### src/design/gro_pkg.sv
// Shared types and constants of the rectangle occupancy table.
package gro_pkg;

  localparam int KIND_W     = 3;
  localparam int COORD_IN_W = 8;
  localparam int SIZE_W     = 4;
  localparam int ID_W       = 16;
  // origin plus rectangle offset, signed
  localparam int COORD_W    = COORD_IN_W + 2;
  localparam int MAP_W      = 8;

  localparam int APB_ADDR_W = 3;
  localparam int APB_DATA_W = 32;

  localparam logic [MAP_W-1:0] MAP_RESET = 8'd64;

  typedef enum logic [0:0] {
    REG_MAP_WIDTH  = 1'b0,
    REG_MAP_HEIGHT = 1'b1
  } reg_idx_e;

  typedef enum logic [KIND_W-1:0] {
    KIND_CHECK   = 3'd0,
    KIND_CLAIM   = 3'd1,
    KIND_RELEASE = 3'd2,
    KIND_LOOKUP  = 3'd3,
    KIND_CLEAR   = 3'd4
  } kind_e;

  typedef enum logic [3:0] {
    ST_INIT,
    ST_IDLE,
    ST_CHECK,
    ST_CLAIM,
    ST_RELEASE,
    ST_LOOKUP,
    ST_CLEAR,
    ST_FLUSH,
    ST_DONE
  } state_e;

  typedef struct packed {
    logic signed [COORD_W-1:0] x;
    logic signed [COORD_W-1:0] y;
    logic                      last;
  } walk_t;

endpackage

### src/design/gro_cfg.sv
// Map size registers behind the APB-style port.
module gro_cfg (
  input  logic                               clk_i,
  input  logic                               rst_ni,
  input  logic                               psel,
  input  logic                               penable,
  input  logic                               pwrite,
  input  logic [gro_pkg::APB_ADDR_W-1:0]     paddr,
  input  logic [gro_pkg::APB_DATA_W-1:0]     pwdata,
  output logic [gro_pkg::APB_DATA_W-1:0]     prdata,
  output logic                               pready,
  output logic [gro_pkg::MAP_W-1:0]          map_w_o,
  output logic [gro_pkg::MAP_W-1:0]          map_h_o
);

  localparam int MW = gro_pkg::MAP_W;
  localparam int DW = gro_pkg::APB_DATA_W;

  logic [MW-1:0]     map_w_q, map_w_d;
  logic [MW-1:0]     map_h_q, map_h_d;
  logic              wr_en;
  gro_pkg::reg_idx_e reg_idx;

  assign pready  = 1'b1;
  assign wr_en   = psel && penable && pwrite && pready;
  // byte offset ignored: word index selects the register
  assign reg_idx = gro_pkg::reg_idx_e'(paddr[2]);

  always_comb begin
    map_w_d = map_w_q;
    map_h_d = map_h_q;
    if (wr_en) begin
      unique case (reg_idx)
        gro_pkg::REG_MAP_WIDTH:  map_w_d = pwdata[MW-1:0];
        gro_pkg::REG_MAP_HEIGHT: map_h_d = pwdata[MW-1:0];
        default: ;
      endcase
    end
  end

  always_comb begin
    unique case (reg_idx)
      gro_pkg::REG_MAP_WIDTH:  prdata = DW'(map_w_q);
      gro_pkg::REG_MAP_HEIGHT: prdata = DW'(map_h_q);
      default:                 prdata = '0;
    endcase
  end

  always_ff @(posedge clk_i or negedge rst_ni) begin
    if (!rst_ni) begin
      map_w_q <= gro_pkg::MAP_RESET;
      map_h_q <= gro_pkg::MAP_RESET;
    end else begin
      map_w_q <= map_w_d;
      map_h_q <= map_h_d;
    end
  end

  assign map_w_o = map_w_q;
  assign map_h_o = map_h_q;

endmodule

### config.mk
export PLATFORM = sky130hd
export DESIGN_NAME = gro_cfg
export DESIGN_NICKNAME = d
export VERILOG_FILES = /design/src/design/gro_pkg.sv /design/src/design/gro_cfg.sv
export SDC_FILE = /design/constraint.sdc
export NUM_CORES = 1
export LEC_CHECK = 0
export ABC_AREA = 1
export BUFFER_PORTS_ARGS = -buffer_cell sky130_fd_sc_hd__buf_2
export CAP_MARGIN = 5
export CORE_UTILIZATION = 34
export CTS_BUF_LIST = sky130_fd_sc_hd__clkbuf_4 sky130_fd_sc_hd__clkbuf_8
export DETAILED_ROUTE_END_ITERATION = 10
export PLACE_DENSITY_LB_ADDON = 0.25
export SLEW_MARGIN = 20
export SYNTH_ARGS = -nofsm -noshare
export SYNTH_HDL_FRONTEND = slang
export SYNTH_SLANG_ARGS = --single-unit
### constraint.sdc
create_clock -name clk_i -period 0.8 [get_ports clk_i]
set_clock_uncertainty 0.1 [all_clocks]
set_input_delay 0.08 -clock clk_i [delete_from_list [all_inputs] [get_ports clk_i]]
set_output_delay 0.08 -clock clk_i [all_outputs]
set_load 0.05 [all_outputs]
==> results.ini <==
[outcome]
status=finished with violations
violations=setup timing

[setup_path]
crit_chain=nand2_2 -> nand2_4 -> buf_8
required_ns=0.62
crit_path_end_kind=output port
cp-start-kind=flop
path_class=reg2out
rr_startpoint=map_w_o[5]$_DFFE_PN0P_
cp_slowest_cell=dfstp_2
cp_max_fo=3
crit_family=flip-flops
crit_buf_inv=1
cp-startpoint=map_w_o[6]$_DFFE_PN1P_
cp.arrival_ns=1.09
max_stage_delay_ns=0.55

[die]
rows=18
dieArea_um2=3020
ios=89
start_util_pct=37.1
core_um2=2570
die_w_um=54.9
die_h_um=54.9

[routing]
top_layer=met4
route.detailed.drc=0
via_count=930
wl_per_cell_um=11.3
drt-initial-drc-count=8
drtAntennaViolNets=0
firstDrtPassIters=4
met2_length_um=1280
viasPerCell=4.47
finalWirelength_um=2340
wl_met1_um=927
met3_length_um=108

[global_route]
groute.usage.overall_pct=17.3
grt.overflow.total=0
grt_antenna_before_repair=0
grt_max_degree=17
grt_pass1_wl_um=3590
grt_pass1_vias=836

[timing]
setup_viol=31
finalHoldViolations=0
fin_crit_ns=1.27
slew_viol_final=0
max_freq_ghz=0.786
post-route-period-util_pct=159
finalWorstSetupSlack_ns=-0.472
whs_ns=0.108
rsz0062_at_grt=true

[cells_and_area]
drive_above_1_share_pct=55.1
syn_to_final_growth_pct=65.3
final_cells=208
fin_nets=219
final_cell_mix=31 x nand2_1, 25 x conb_1, 21 x buf_6, 18 x nand2_2
final_common_cell=nand2_1
fill_cells=223
diodes=0

[power]
p_seq_share_pct=30.7
total_power_mw=3.83
power.share.clock_pct=12.4
comb_power_share_pct=56.9
p_leak_nw=0.808
intPower_mw=1.94
power.share.switching_pct=49.3
ir_drop_mv=1.40
power.net_switching_mw=1.89
power.density_nw_per_um2=2430

[clocking]
clk-insertion-delay-late_ns=0.28
clockBufferDepth=2
htree_levels=1
cts.sinks=16
cts_tree=done
cts-root-buf=clkbuf_4
path_clk_slew_ns=0.10
cts_buffers=3

[synthesis]
synth_top_cell_by_area=dfrtp_1
yosys.area.top_type_share_pct=36.8
syn_inst=125
ys_top_cells_by_area=dfrtp_1 37%, nand2_1 22%, buf_4 20%
syn_avg_cell_area_um2=7.62
seq_area_frac_synth_pct=42.3
syn_area_um2=952
synth-seq-cells=16
yosysWarnings=0
ys_types=11

[worst_hold_path]
worstHoldStart=penable
hp-class=in2reg

[flow_run]
max_cap_violations=0

[placed_design]
portBuffers=37
dpl.cell_count=193
dp_hpwl_um=1610
gp_congestion=0.692

layout make-up:
cell class	instances	area [um^2]	share of cell area, %
Sequential cell	16	420	26.7
Inverter	2	7.51	0.477
Timing Repair Buffer	55	537	34.1
Tap cell	30	37.5	2.38
Multi-Input combinational cell	101	542	34.4
Clock buffer	4	30.0	1.91
stage by stage:
step           setup slack, ns  area (um^2)  setup TNS, ns  utilization, %
6_report                -0.472         1570          -7.76            61.3
5_1_grt                 -0.528         1570          -8.91            61.3
4_1_cts                 -0.483         1550          -7.98            60.2
3_5_place_dp            -0.270         1250          -4.59            48.9
3_3_place_gp            -0.264         1250          -4.53            48.9
2_1_floorplan           -0.326         1170          -2.59               -
worst reg2reg max path, delay by kind of cell, from the launching register on:
| family | cells | cell delay (ns) |
|---|---|---|
| DFF | 1 | 0.45 |
| buffers and inverters | 1 | 0.12 |
| and+or+nand+nor | 2 | 0.09 |
cell families after synthesis:
group / synth area share (%)
buffers and inverters: 22.9
flip-flops: 42.3
AND/OR/NAND/NOR: 34.0
other: 0.789
synth_stat cells:
library cell,instances
nor2_4,1
buf_2,3
nand2_1,57
dfrtp_1,14
conb_1,2
inv_2,2
nand4_2,1
nand4_1,1
buf_4,26
dfstp_2,2
nand3_1,16
power groups by stage:
stage	Clock [mW]	Combinational (mW)	Sequential, mW
2_1_floorplan	0	0.961	1.69
3_3_place_gp	0	1.75	1.14
3_5_place_dp	0	1.77	1.16
4_1_cts	0.497	2.14	1.17
5_1_grt	0.529	2.30	1.20
6_report	0.474	2.18	1.18
what timing repair did:
item	in CTS	in global routing
setup buffers	2	1
hold endpoints to repair	32	2
hold buffers	9	1
pin swaps	14	2
setup endpoints to repair	26	32
resized for setup	49	7
flip-flops by register name, summed over array words and instances (netlist names):
name,count
map_h_o,8
map_w_o,8
path summary, 6_finish.rpt:
check | end | slack [ns] | cells past startpoint
max in group asynchronous | map_h_o[6]$_DFFE_PN1P_ | 0.16 | 2
setup reg to reg | map_w_o[5]$_DFFE_PN0P_ | -0.06 | 3
min in group asynchronous | map_w_o[0]$_DFFE_PN0P_ | 0.13 | 2
hold reg to reg | map_w_o[6]$_DFFE_PN1P_ | 0.38 | 2
hold / removal | map_w_o[0]$_DFFE_PN0P_ | 0.11 | 4
setup / recovery | prdata[6] | -0.47 | 3
layer usage:
layer  vias up  global-route usage (%)
li1        445                       -
met2        39                    32.3
met4         0                    8.75
met3         2                    1.91
met5         -                       0
met1       444                    19.0
No activity file was read; power rests on OpenSTA's default activity.
