==> src/design/gro_pkg.sv <==
// Shared types and constants of the rectangle occupancy table.
package gro_pkg;

  localparam int KIND_W     = 3;
  localparam int COORD_IN_W = 8;
  localparam int SIZE_W     = 4;
  localparam int ID_W       = 16;
  // origin plus rectangle offset, signed
  localparam int COORD_W    = COORD_IN_W + 2;
  localparam int MAP_W      = 8;

  localparam int APB_ADDR_W = 3;
  localparam int APB_DATA_W = 32;

  localparam logic [MAP_W-1:0] MAP_RESET = 8'd64;

  typedef enum logic [0:0] {
    REG_MAP_WIDTH  = 1'b0,
    REG_MAP_HEIGHT = 1'b1
  } reg_idx_e;

  typedef enum logic [KIND_W-1:0] {
    KIND_CHECK   = 3'd0,
    KIND_CLAIM   = 3'd1,
    KIND_RELEASE = 3'd2,
    KIND_LOOKUP  = 3'd3,
    KIND_CLEAR   = 3'd4
  } kind_e;

  typedef enum logic [3:0] {
    ST_INIT,
    ST_IDLE,
    ST_CHECK,
    ST_CLAIM,
    ST_RELEASE,
    ST_LOOKUP,
    ST_CLEAR,
    ST_FLUSH,
    ST_DONE
  } state_e;

  typedef struct packed {
    logic signed [COORD_W-1:0] x;
    logic signed [COORD_W-1:0] y;
    logic                      last;
  } walk_t;

endpackage

==> src/design/gro_rect_walk.sv <==
// Row-major cell walker over a rectangle, one cell per step.
module gro_rect_walk (
  input  logic                                  clk_i,
  input  logic                                  rst_ni,
  input  logic                                  start_i,
  input  logic                                  step_i,
  input  logic signed [gro_pkg::COORD_IN_W-1:0] ox_i,
  input  logic signed [gro_pkg::COORD_IN_W-1:0] oy_i,
  input  logic [gro_pkg::SIZE_W-1:0]            w_i,
  input  logic [gro_pkg::SIZE_W-1:0]            h_i,
  output gro_pkg::walk_t                        walk_o
);

  localparam int SW = gro_pkg::SIZE_W;
  localparam int CW = gro_pkg::COORD_W;
  localparam int IW = gro_pkg::COORD_IN_W;

  logic [SW-1:0] dx_q, dx_d;
  logic [SW-1:0] dy_q, dy_d;
  logic          row_end;

  assign row_end = (dx_q == w_i - SW'(1));

  always_comb begin
    dx_d = dx_q;
    dy_d = dy_q;
    if (start_i) begin
      dx_d = '0;
      dy_d = '0;
    end else if (step_i) begin
      if (row_end) begin
        dx_d = '0;
        dy_d = dy_q + SW'(1);
      end else begin
        dx_d = dx_q + SW'(1);
      end
    end
  end

  always_ff @(posedge clk_i or negedge rst_ni) begin
    if (!rst_ni) begin
      dx_q <= '0;
      dy_q <= '0;
    end else begin
      dx_q <= dx_d;
      dy_q <= dy_d;
    end
  end

  assign walk_o.x    = {{(CW-IW){ox_i[IW-1]}}, ox_i} + $signed({{(CW-SW){1'b0}}, dx_q});
  assign walk_o.y    = {{(CW-IW){oy_i[IW-1]}}, oy_i} + $signed({{(CW-SW){1'b0}}, dy_q});
  assign walk_o.last = row_end && (dy_q == h_i - SW'(1));

endmodule

==> config.mk <==
export PLATFORM = sky130hd
export DESIGN_NAME = gro_rect_walk
export DESIGN_NICKNAME = d
export VERILOG_FILES = /design/src/design/gro_pkg.sv /design/src/design/gro_rect_walk.sv
export SDC_FILE = /design/constraint.sdc
export NUM_CORES = 1
export LEC_CHECK = 0
export BUFFER_PORTS_ARGS = -buffer_cell sky130_fd_sc_hd__buf_2
export CORE_MARGIN = 8
export CORE_UTILIZATION = 30
export DETAILED_ROUTE_END_ITERATION = 10
export MAX_ROUTING_LAYER = met4
export SKIP_LAST_GASP = 1
export SYNTH_ARGS = -nofsm -noshare
export SYNTH_HDL_FRONTEND = slang
export SYNTH_SLANG_ARGS = --single-unit
export TNS_END_PERCENT = 10
==> constraint.sdc <==
create_clock -name clk_i -period 2.3 [get_ports clk_i]
set_input_delay 0.115 -clock clk_i [delete_from_list [all_inputs] [get_ports clk_i]]
set_output_delay 0.115 -clock clk_i [all_outputs]
set_load 0.1 [all_outputs]
==> metrics.cfg, run 1 <==
[run_status]
outcome=finished, final reports clean

[pwr]
switching_power_w=0.000368
power.share.switching=0.522
power_density_nw_per_um2=419
p_int_w=0.000337
power.share.clock=0.152
ir_worst_vdd_uv=173
total_power_w=0.000705
pwr-share-seq=0.214
p_comb_frac=0.634
p_leak_nw=0.817

[setup_path]
r2r_cells=5
worstSetupPathType=reg2out
rrSetupSlack_ps=570
crit_path_end_kind=output port
critPathRequiredTime_ps=2180
arrival_ps=2110
path_max_fanout=3
cp-start-kind=register

[final_layout]
antenna_cells=0
area_growth_pct=54.1
final_common_cell=buf_2
fillers=369
nNetsFinal=229
drive_gt1_frac=0.384
final_cell_mix=35 x buf_2, 13 x xnor2_1, 13 x buf_12

[clock_tree]
htreeDepth=1
cts_num_sinks=8
path_clk_slew_ps=50
root_buffer=clkbuf_4
clk_path_buf_depth=2
numCtsBuffers=3
cts_tree=yes
clkLatencyLatePin_ps=260

[logic_synthesis]
synthCells=133
yosysUniqueCellTypes=34
synth_top_area_frac=0.183
yosysTopAreaCell=dfrtp_1
yosysWarnings=0
ys_ff_latch=8
synthesis.area_sq_um=1090
synth_nets=175
synth-main-ff-cell=dfrtp_1
synth_area_per_cell_sq_um=8.20
synth_area_leaders=dfrtp_1 18%, ha_1 14%, xnor2_1 10%
synth_edf_count=0
synth_seq_area_share=0.183
synthArstFlopShare=1.00

[route]
routed_wl_microns=2900
wl_per_cell_microns=12.4
num_vias=1105
drc=0
dr.pass1.iters=4
final_antenna_net_count=0
dr.first_iter.drc_count=18
avgViaCountPerCell=4.74

[sta]
clock_skew_ps=3.05
rsz0062_at_grt=yes
timing.hold.ws_ps=155
max_slew.worst_pin.slew_ps=530
max_slew_margin=0.644
fin_setup_tns_ps=0
setup_viol=0
period_needed_ps=2230
report.final.slew_viol_count=0
period_share=0.968
timing.fmax_ghz=0.449
hold_viol=0

[global_route]
globalRoute.busiestLayer=met2
grt_max_degree=14
grt_first_pass_wirelength_microns=5020
grt_overflow=0
use_met2=0.175
grt_util_all_layers=0.104
grt_pass1_vias=1138
use_met1=0.116
grtUsageMet3=0.0212
antenna_found_initial=0

[floorplan]
initial_core_util=0.305
rows=22
ios=49
die_w_microns=76.3
die_height_microns=76.3
core_area_sq_um=3580
die_area_sq_um=5820

[min_path]
hold_path_depth=2
min_path_type=in2reg

[placement]
io_buffers=48
gp_congestion=0.775
dp_hpwl_microns=2520

[run]
maxCapViolations=0

layout make-up:
class                           instances  area [sq um]  share of cell area
Sequential cell                         8           201               0.120
Inverter                               12          45.0              0.0268
Clock buffer                            3          22.5              0.0134
Timing Repair Buffer                   53           475               0.283
Tap cell                               48          60.1              0.0357
Multi-Input combinational cell        109           877               0.522
routing by layer:
layer / part of all wire / vias up
met4: 0.013 / 0
li1: - / 558
met3: 0.061 / 4
met2: 0.48 / 41
met1: 0.45 / 502
met5: 0 / -
power by group through the flow:
stage          sequential [W]  clock, W  combinational [W]
5_1_grt              0.000151  0.000120           0.000472
2_1_floorplan        0.000154         0           0.000319
3_3_place_gp         0.000154         0           0.000443
6_report             0.000151  0.000107           0.000447
4_1_cts              0.000151  0.000112           0.000449
3_5_place_dp         0.000154         0           0.000445
path summary, 6_finish.rpt:
check | start | end
setup / recovery | dy_q[0] | walk_o[7]
hold / removal | step_i | dx_q[0]
setup reg to reg | dx_q[3] | dx_q[2]
hold reg to reg | dy_q[3] | dy_q[3]
max in group asynchronous | rst_ni | dy_q[1]
min in group asynchronous | rst_ni | dy_q[0]
logic make-up (layout without fill, tap and decap cells):
kind of cell	count (synthesis)	in the layout	share of synthesized area
AND/OR/NAND/NOR	44	44	0.212
AO/OA/AOI/OAI	24	24	0.142
XOR/XNOR	23	23	0.185
buffers and inverters	16	68	0.0631
adder cells (fa/ha/maj)	14	14	0.174
flip-flops	8	8	0.183
multiplexers	4	4	0.0401
worst max-delay path, cell delays in order, from the launching register on:
cell and delay (ps):
dfrtp_1 350, ha_1 170, inv_1 50, fa_1 400, nor2b_1 140, o21ai_1 110
a21oi_1 240, xor2_2 200, buf_12 200
sequential cells by signal, indices dropped and copies added, names as in the netlist:
signal,flops
dy_q,4
dx_q,4
per-stage QoR:
stage	util	area (sq um)	setup WS, ps	std cells
5_1_grt	0.470	1680	-80.6	233
3_3_place_gp	0.454	1630	260	227
6_report	0.470	1680	73.1	233
4_1_cts	0.465	1670	-18.4	232
2_1_floorplan	-	1140	-416	133
3_5_place_dp	0.454	1630	185	227
timing repair:
action	4_1_cts	5_1_grt
endpoints found under the hold margin	8	0
hold buffers	1	0
endpoints found under the setup margin	2	10
pin swaps	1	3
buffers inserted	1	1
cloned	0	0
resized for setup	0	4
synth_stat cells, types with 2 or more instances:
cell      instances
a21o_1            4
a21oi_1           8
buf_4             2
dfrtp_1           8
fa_1              2
ha_1             12
inv_1            12
mux2_2            3
nand2_1          12
nand2b_1          6
nand3_1           4
nor2_1            6
nor2b_1           4
nor3_1            4
nor3_2            2
o211ai_1          3
o21ai_0           3
xnor2_1          13
xor2_1           10
Power figures use the tool's default switching activity.
==> run 2: changes to the inputs <==
clock period = 2.7 ns   (was 2.3 ns; I/O delays follow)
==> run 2 against run 1 <==
  * Core utilization down 7.7 points
  * Critical path depth down 1
  * Sequential share of layout area grew 2.2 points
  * Combinational power decreased by 27%
  * Critical path type unchanged
==> metrics.cfg, run 2 (synthesized netlist as in run 1, its figures left out) <==
[global_route]
grt_first_pass_wirelength_microns=4490  ; was 5020 microns
grt_max_degree=14  ; unchanged
grt_overflow=0  ; unchanged
grt_pass1_vias=1049  ; was 1138
grt_util_all_layers=0.0919  ; was 0.104
antenna_found_initial=0  ; unchanged

[floorplan]
die_area_sq_um=5820  ; unchanged
die_w_microns=76.3  ; unchanged
ios=49  ; unchanged
die_height_microns=76.3  ; unchanged
rows=22  ; unchanged
core_area_sq_um=3580  ; unchanged
initial_core_util=0.305  ; unchanged

[route]
met2_length_microns=1090  ; was 1380 microns
met1_length_microns=1310  ; was 1300 microns
avgViaCountPerCell=4.58  ; was 4.74
wl_per_cell_microns=11.6  ; was 12.4 microns
top_layer=met3  ; was met4
final_antenna_net_count=0  ; unchanged
drc=0  ; unchanged
num_vias=1048  ; was 1105
dr.first_iter.drc_count=31  ; was 18
wl_met3_microns=245  ; was 177 microns
dr.pass1.iters=4  ; unchanged
routed_wl_microns=2650  ; was 2900 microns

[setup_path]
r2r_cells=4  ; was 5
crit_start=dx_q[0]  ; was dy_q[0]
critPathRequiredTime_ps=2570  ; was 2180 ps
crit_path_end_kind=output port  ; unchanged
r2r_start=dx_q[3]  ; unchanged
arrival_ps=2400  ; was 2110 ps
crit_end=walk_o[17]  ; was walk_o[7]
path_max_fanout=6  ; was 3
r2r-end=dy_q[2]  ; was dx_q[2]
cp-start-kind=register  ; unchanged
worstSetupPathType=reg2out  ; unchanged
rrSetupSlack_ps=990  ; was 570 ps

[final_layout]
antenna_cells=0  ; unchanged
final_util=0.393  ; was 0.470
final_common_cell=buf_2  ; unchanged
drive_gt1_frac=0.326  ; was 0.384
area_growth_pct=29.0  ; was 54.1%
final_cell_mix=47 x buf_2, 13 x xnor2_1, 12 x inv_1, 12 x nand2_1, 12 x ha_1  ; was 35 x buf_2, 13 x xnor2_1, 13 x buf_12
nNetsFinal=225  ; was 229
reg_top3=dx_q: 4 flops, dy_q: 4 flops  ; unchanged
fillers=381  ; was 369
post-route-cell-area_sq_um=1410  ; was 1680 sq um

[sta]
timing.fmax_ghz=0.394
period_share=0.939
period_needed_ps=2540
max_slew_margin=0.665  ; was 0.644
rsz0062_at_grt=yes  ; unchanged
clock_skew_ps=2.29  ; was 3.05 ps
setup_viol=0  ; unchanged
report.final.slew_viol_count=0  ; unchanged
hold_viol=0  ; unchanged
max_slew.worst_pin.slew_ps=498  ; was 530 ps
fin_ws_ps=164  ; was 73.1 ps

[pwr]
p_leak_nw=0.722  ; was 0.817 nW
ir_worst_vdd_uv=215  ; was 173 uV
power_density_nw_per_um2=390  ; was 419 nW/um^2
total_power_w=0.000548  ; was 0.000705 W

[run_status]
outcome=finished, final reports clean  ; unchanged

[clock_tree]
clk_path_buf_depth=2  ; unchanged
cts_tree=yes  ; unchanged
htreeDepth=1  ; unchanged
root_buffer=clkbuf_4  ; unchanged
cts_setup_buffers=0  ; was 1
clkLatencyLatePin_ps=250  ; was 260 ps
numCtsBuffers=3  ; unchanged
cts_num_sinks=8  ; unchanged
path_clk_slew_ps=50  ; about the same

[run]
maxCapViolations=0  ; unchanged

[placement]
dpl_cell_area_sq_um=1370  ; was 1630 sq um
dp_hpwl_microns=2280  ; was 2520 microns
gp_congestion=0.752  ; was 0.775
preCtsSetupSlack_ps=436  ; was 185 ps
io_buffers=48  ; unchanged

[min_path]
min_path_type=in2reg  ; unchanged

[run 2: how the worst min path moves through the flow]
stage	startpoint	to	cells after the start
2_1_floorplan	rst_ni	dx_q[0]	0
3_3_place_gp	rst_ni	dy_q[0]	1
3_5_place_dp	rst_ni	dy_q[0]	1
4_1_cts	step_i	dx_q[0]	2
5_1_grt	step_i	dx_q[0]	2
6_report	step_i	dx_q[0]	2
[run 2: what timing repair did]
action,CTS,global route
gates resized for setup,0,1
endpoints found under the setup margin,0,2
endpoints found under the hold margin,8,0
hold buffers,1,0
[run 2: area by class of cell]
cell class / instances / area [sq um] / share of cell area
Multi-Input combinational cell: 109 / 827 / 0.588
Clock buffer: 3 / 22.5 / 0.0160
Inverter: 12 / 45.0 / 0.0320
Sequential cell: 8 / 200 / 0.142
Timing Repair Buffer: 49 / 253 / 0.180
Tap cell: 48 / 60.1 / 0.0427
[run 2: metrics by stage]
step | std cells | hold slack (ps) | setup TNS, ps
3_5_place_dp | 225 | -5.23 | 0
5_1_grt | 229 | 196 | -16.3
4_1_cts | 229 | 172 | 0
2_1_floorplan | 133 | -161 | -1290
6_report | 229 | 179 | 0
3_3_place_gp | 225 | -0.947 | 0
[run 2: worst max-delay path: stages (launching register included)]
cell and delay [ps]:
dfrtp_1 440, ha_1 230, fa_1 400, a21o_1 170
a21oi_1 240, nor2_1 100, xor2_1 130, buf_2 440
[run 2: layer usage]
layer | GRT usage | vias to the layer above
met2 | 0.141 | 43
li1 | - | 554
met1 | 0.109 | 451
met4 | 0.00577 | 0
met3 | 0.0483 | 0
met5 | - | -
[run 2: power by group]
group | internal, W | switching (W)
logic | 0.0000727 | 0.000253
registers | 0.000124 | 0.00000684
clock network | 0.0000509 | 0.0000407
total | 0.000247 | 0.000301
==> run 3: changes to the inputs <==
CORE_ASPECT_RATIO = 1.5   (was not set)
CORE_MARGIN = not set   (was 8)
CORE_UTILIZATION = 50   (was 30)
PLACE_DENSITY = 0.84   (was not set)
==> run 3 against run 2 <==
  * Routed wire length is 1.9% lower
  * Sequential share of layout area increased by 0.34 points
  * Die area is 59% lower
  * First-iteration DRC count decreased by 84%
  * Global-route usage is 17 points higher
  * Register-to-register slack improved by 70 ps
  * Total power up 1.6%
  * Sequential power about the same
  * Combinational power hardly changed
  * Maximum frequency down 0.51%
  * Largest cell class unchanged
==> metrics.cfg, run 3 (synthesized netlist as in run 1, its figures left out) <==
[run_status]
outcome=finished, final reports clean  ; unchanged

[sta]
hold_viol=0  ; unchanged
period_share=0.944  ; was 0.939
fin_setup_tns_ps=0  ; unchanged
rsz0062_at_grt=yes  ; unchanged
report.final.slew_viol_count=0  ; unchanged
max_slew.worst_pin.slew_ps=493  ; was 498 ps
period_needed_ps=2550  ; was 2540 ps
max_slew_margin=0.673  ; was 0.665
timing.fmax_ghz=0.392  ; was 0.394 GHz
setup_viol=0  ; unchanged
clock_skew_ps=1.74  ; was 2.29 ps

[setup_path]
path_max_fanout=6  ; unchanged
worstSetupPathType=reg2out  ; unchanged
arrival_ps=2410  ; was 2400 ps
crit_path_end_kind=output port  ; unchanged
r2r_cells=4  ; unchanged
r2r_start=dx_q[2]  ; was dx_q[3]
rrSetupSlack_ps=1060  ; was 990 ps
r2r-end=dy_q[0]  ; was dy_q[2]
critPathRequiredTime_ps=2570  ; about the same
cp-start-kind=register  ; unchanged

[final_layout]
layout.cells.non_filler=203  ; was 229
final_cell_mix=47 x buf_2, 13 x xnor2_1, 12 x inv_1, 12 x nand2_1, 12 x ha_1  ; unchanged
area_growth_pct=26.0  ; was 29.0%
antenna_cells=0  ; unchanged
reg_top3=dx_q: 4 flops, dy_q: 4 flops  ; unchanged
drive_gt1_frac=0.326  ; unchanged
nNetsFinal=225  ; unchanged
final_common_cell=buf_2  ; unchanged

[floorplan]
ios=49  ; unchanged
die_height_microns=59.2  ; was 76.3 microns
initial_core_util=0.532  ; was 0.305
die_w_microns=40.1  ; was 76.3 microns
rows=20  ; was 22
core_area_sq_um=2050  ; was 3580 sq um
die_area_sq_um=2380  ; was 5820 sq um

[route]
drc=0  ; unchanged
routed_wl_microns=2600  ; was 2650 microns
dr.pass1.iters=4  ; unchanged
num_vias=1122  ; was 1048
met1_length_microns=893  ; was 1310 microns
avgViaCountPerCell=5.53  ; was 4.58
dr.first_iter.drc_count=5  ; was 31
wl_per_cell_microns=12.8  ; was 11.6 microns
final_antenna_net_count=0  ; unchanged
top_layer=met4  ; was met3
met2_length_microns=1480  ; was 1090 microns
wl_met3_microns=131  ; was 245 microns

[clock_tree]
clk_path_buf_depth=2  ; unchanged
cts_num_sinks=8  ; unchanged
root_buffer=clkbuf_4  ; unchanged
clkLatencyLatePin_ps=260  ; was 250 ps
htreeDepth=1  ; unchanged
numCtsBuffers=3  ; unchanged
path_clk_slew_ps=60  ; was 50 ps
cts_tree=yes  ; unchanged

[placement]
post-place-cells=199  ; was 225
io_buffers=48  ; unchanged
dp_hpwl_microns=2170  ; was 2280 microns
gp_congestion=0.948  ; was 0.752

[global_route]
grt_max_degree=14  ; unchanged
antenna_found_initial=0  ; unchanged
grt_pass1_vias=1119  ; was 1049
grt_first_pass_wirelength_microns=4130  ; was 4490 microns
grt_util_all_layers=0.263  ; was 0.0919
grt_overflow=0  ; unchanged

[min_path]
min_path_type=in2reg  ; unchanged
hold_path_depth=2  ; unchanged
hold_path_end=dx_q[0]  ; unchanged
worstHoldStart=step_i  ; unchanged

[pwr]
ir_worst_vdd_uv=317  ; was 215 uV
p_leak_nw=0.722  ; unchanged
power_density_nw_per_um2=405  ; was 390 nW/um^2

[run]
maxCapViolations=0  ; unchanged

-- run 3: cell type report --
class / count / area (sq um)
multi-input cells: 109 / 827
fillers: 187 / 677
clock buffers: 3 / 22.5
inverters: 12 / 45.0
well taps: 22 / 27.5
repair buffers: 49 / 253
flip-flops and latches: 8 / 200
-- run 3: worst max path at each step --
stage / startpoint / endpoint / depth (start not counted)
2_1_floorplan: dx_q[0] / walk_o[17] / 6
3_3_place_gp: dx_q[0] / walk_o[17] / 7
3_5_place_dp: dx_q[0] / walk_o[17] / 7
4_1_cts: dx_q[0] / walk_o[17] / 7
5_1_grt: dy_q[0] / walk_o[7] / 8
6_report: dy_q[0] / walk_o[7] / 8
-- run 3: what timing repair did --
| action | CTS | global route |
|---|---|---|
| resized for setup | 0 | 1 |
| buffers inserted | 0 | 0 |
| hold endpoints to repair | 8 | 0 |
| endpoints found under the setup margin | 0 | 4 |
| hold buffers | 1 | 0 |
-- run 3: stage by stage --
stage,util,hold slack [ps],area (sq um),power (W),setup WS [ps]
CTS,0.669,168,1370,0.000560,52.9
global placement,0.653,-13.2,1340,0.000453,452
global route,0.670,193,1380,0.000588,-44.5
floorplan,-,-161,1100,0.000401,-369
finish,0.670,182,1380,0.000557,151
detailed placement,0.653,-7.30,1340,0.000458,360
-- run 3: where the power goes --
part	internal, W	switching, W	total (W)
clock network	0.0000514	0.0000479	0.0000993
registers	0.000124	0.00000671	0.000130
logic	0.0000733	0.000254	0.000328
total	0.000248	0.000309	0.000557
-- run 3: worst max-delay path: stages (launching register included) --
cell and delay [ps]:
dfrtp_1 430, ha_1 200, inv_1 60, fa_1 410, nor2b_1 120, o21ai_0 150
a21oi_1 210, xor2_1 150, buf_2 440
-- run 3: routing by layer --
layer,vias up,track usage
li1,553,-
met1,514,0.232
met2,46,0.472
met3,9,0.0414
met4,0,0.172
met5,-,-
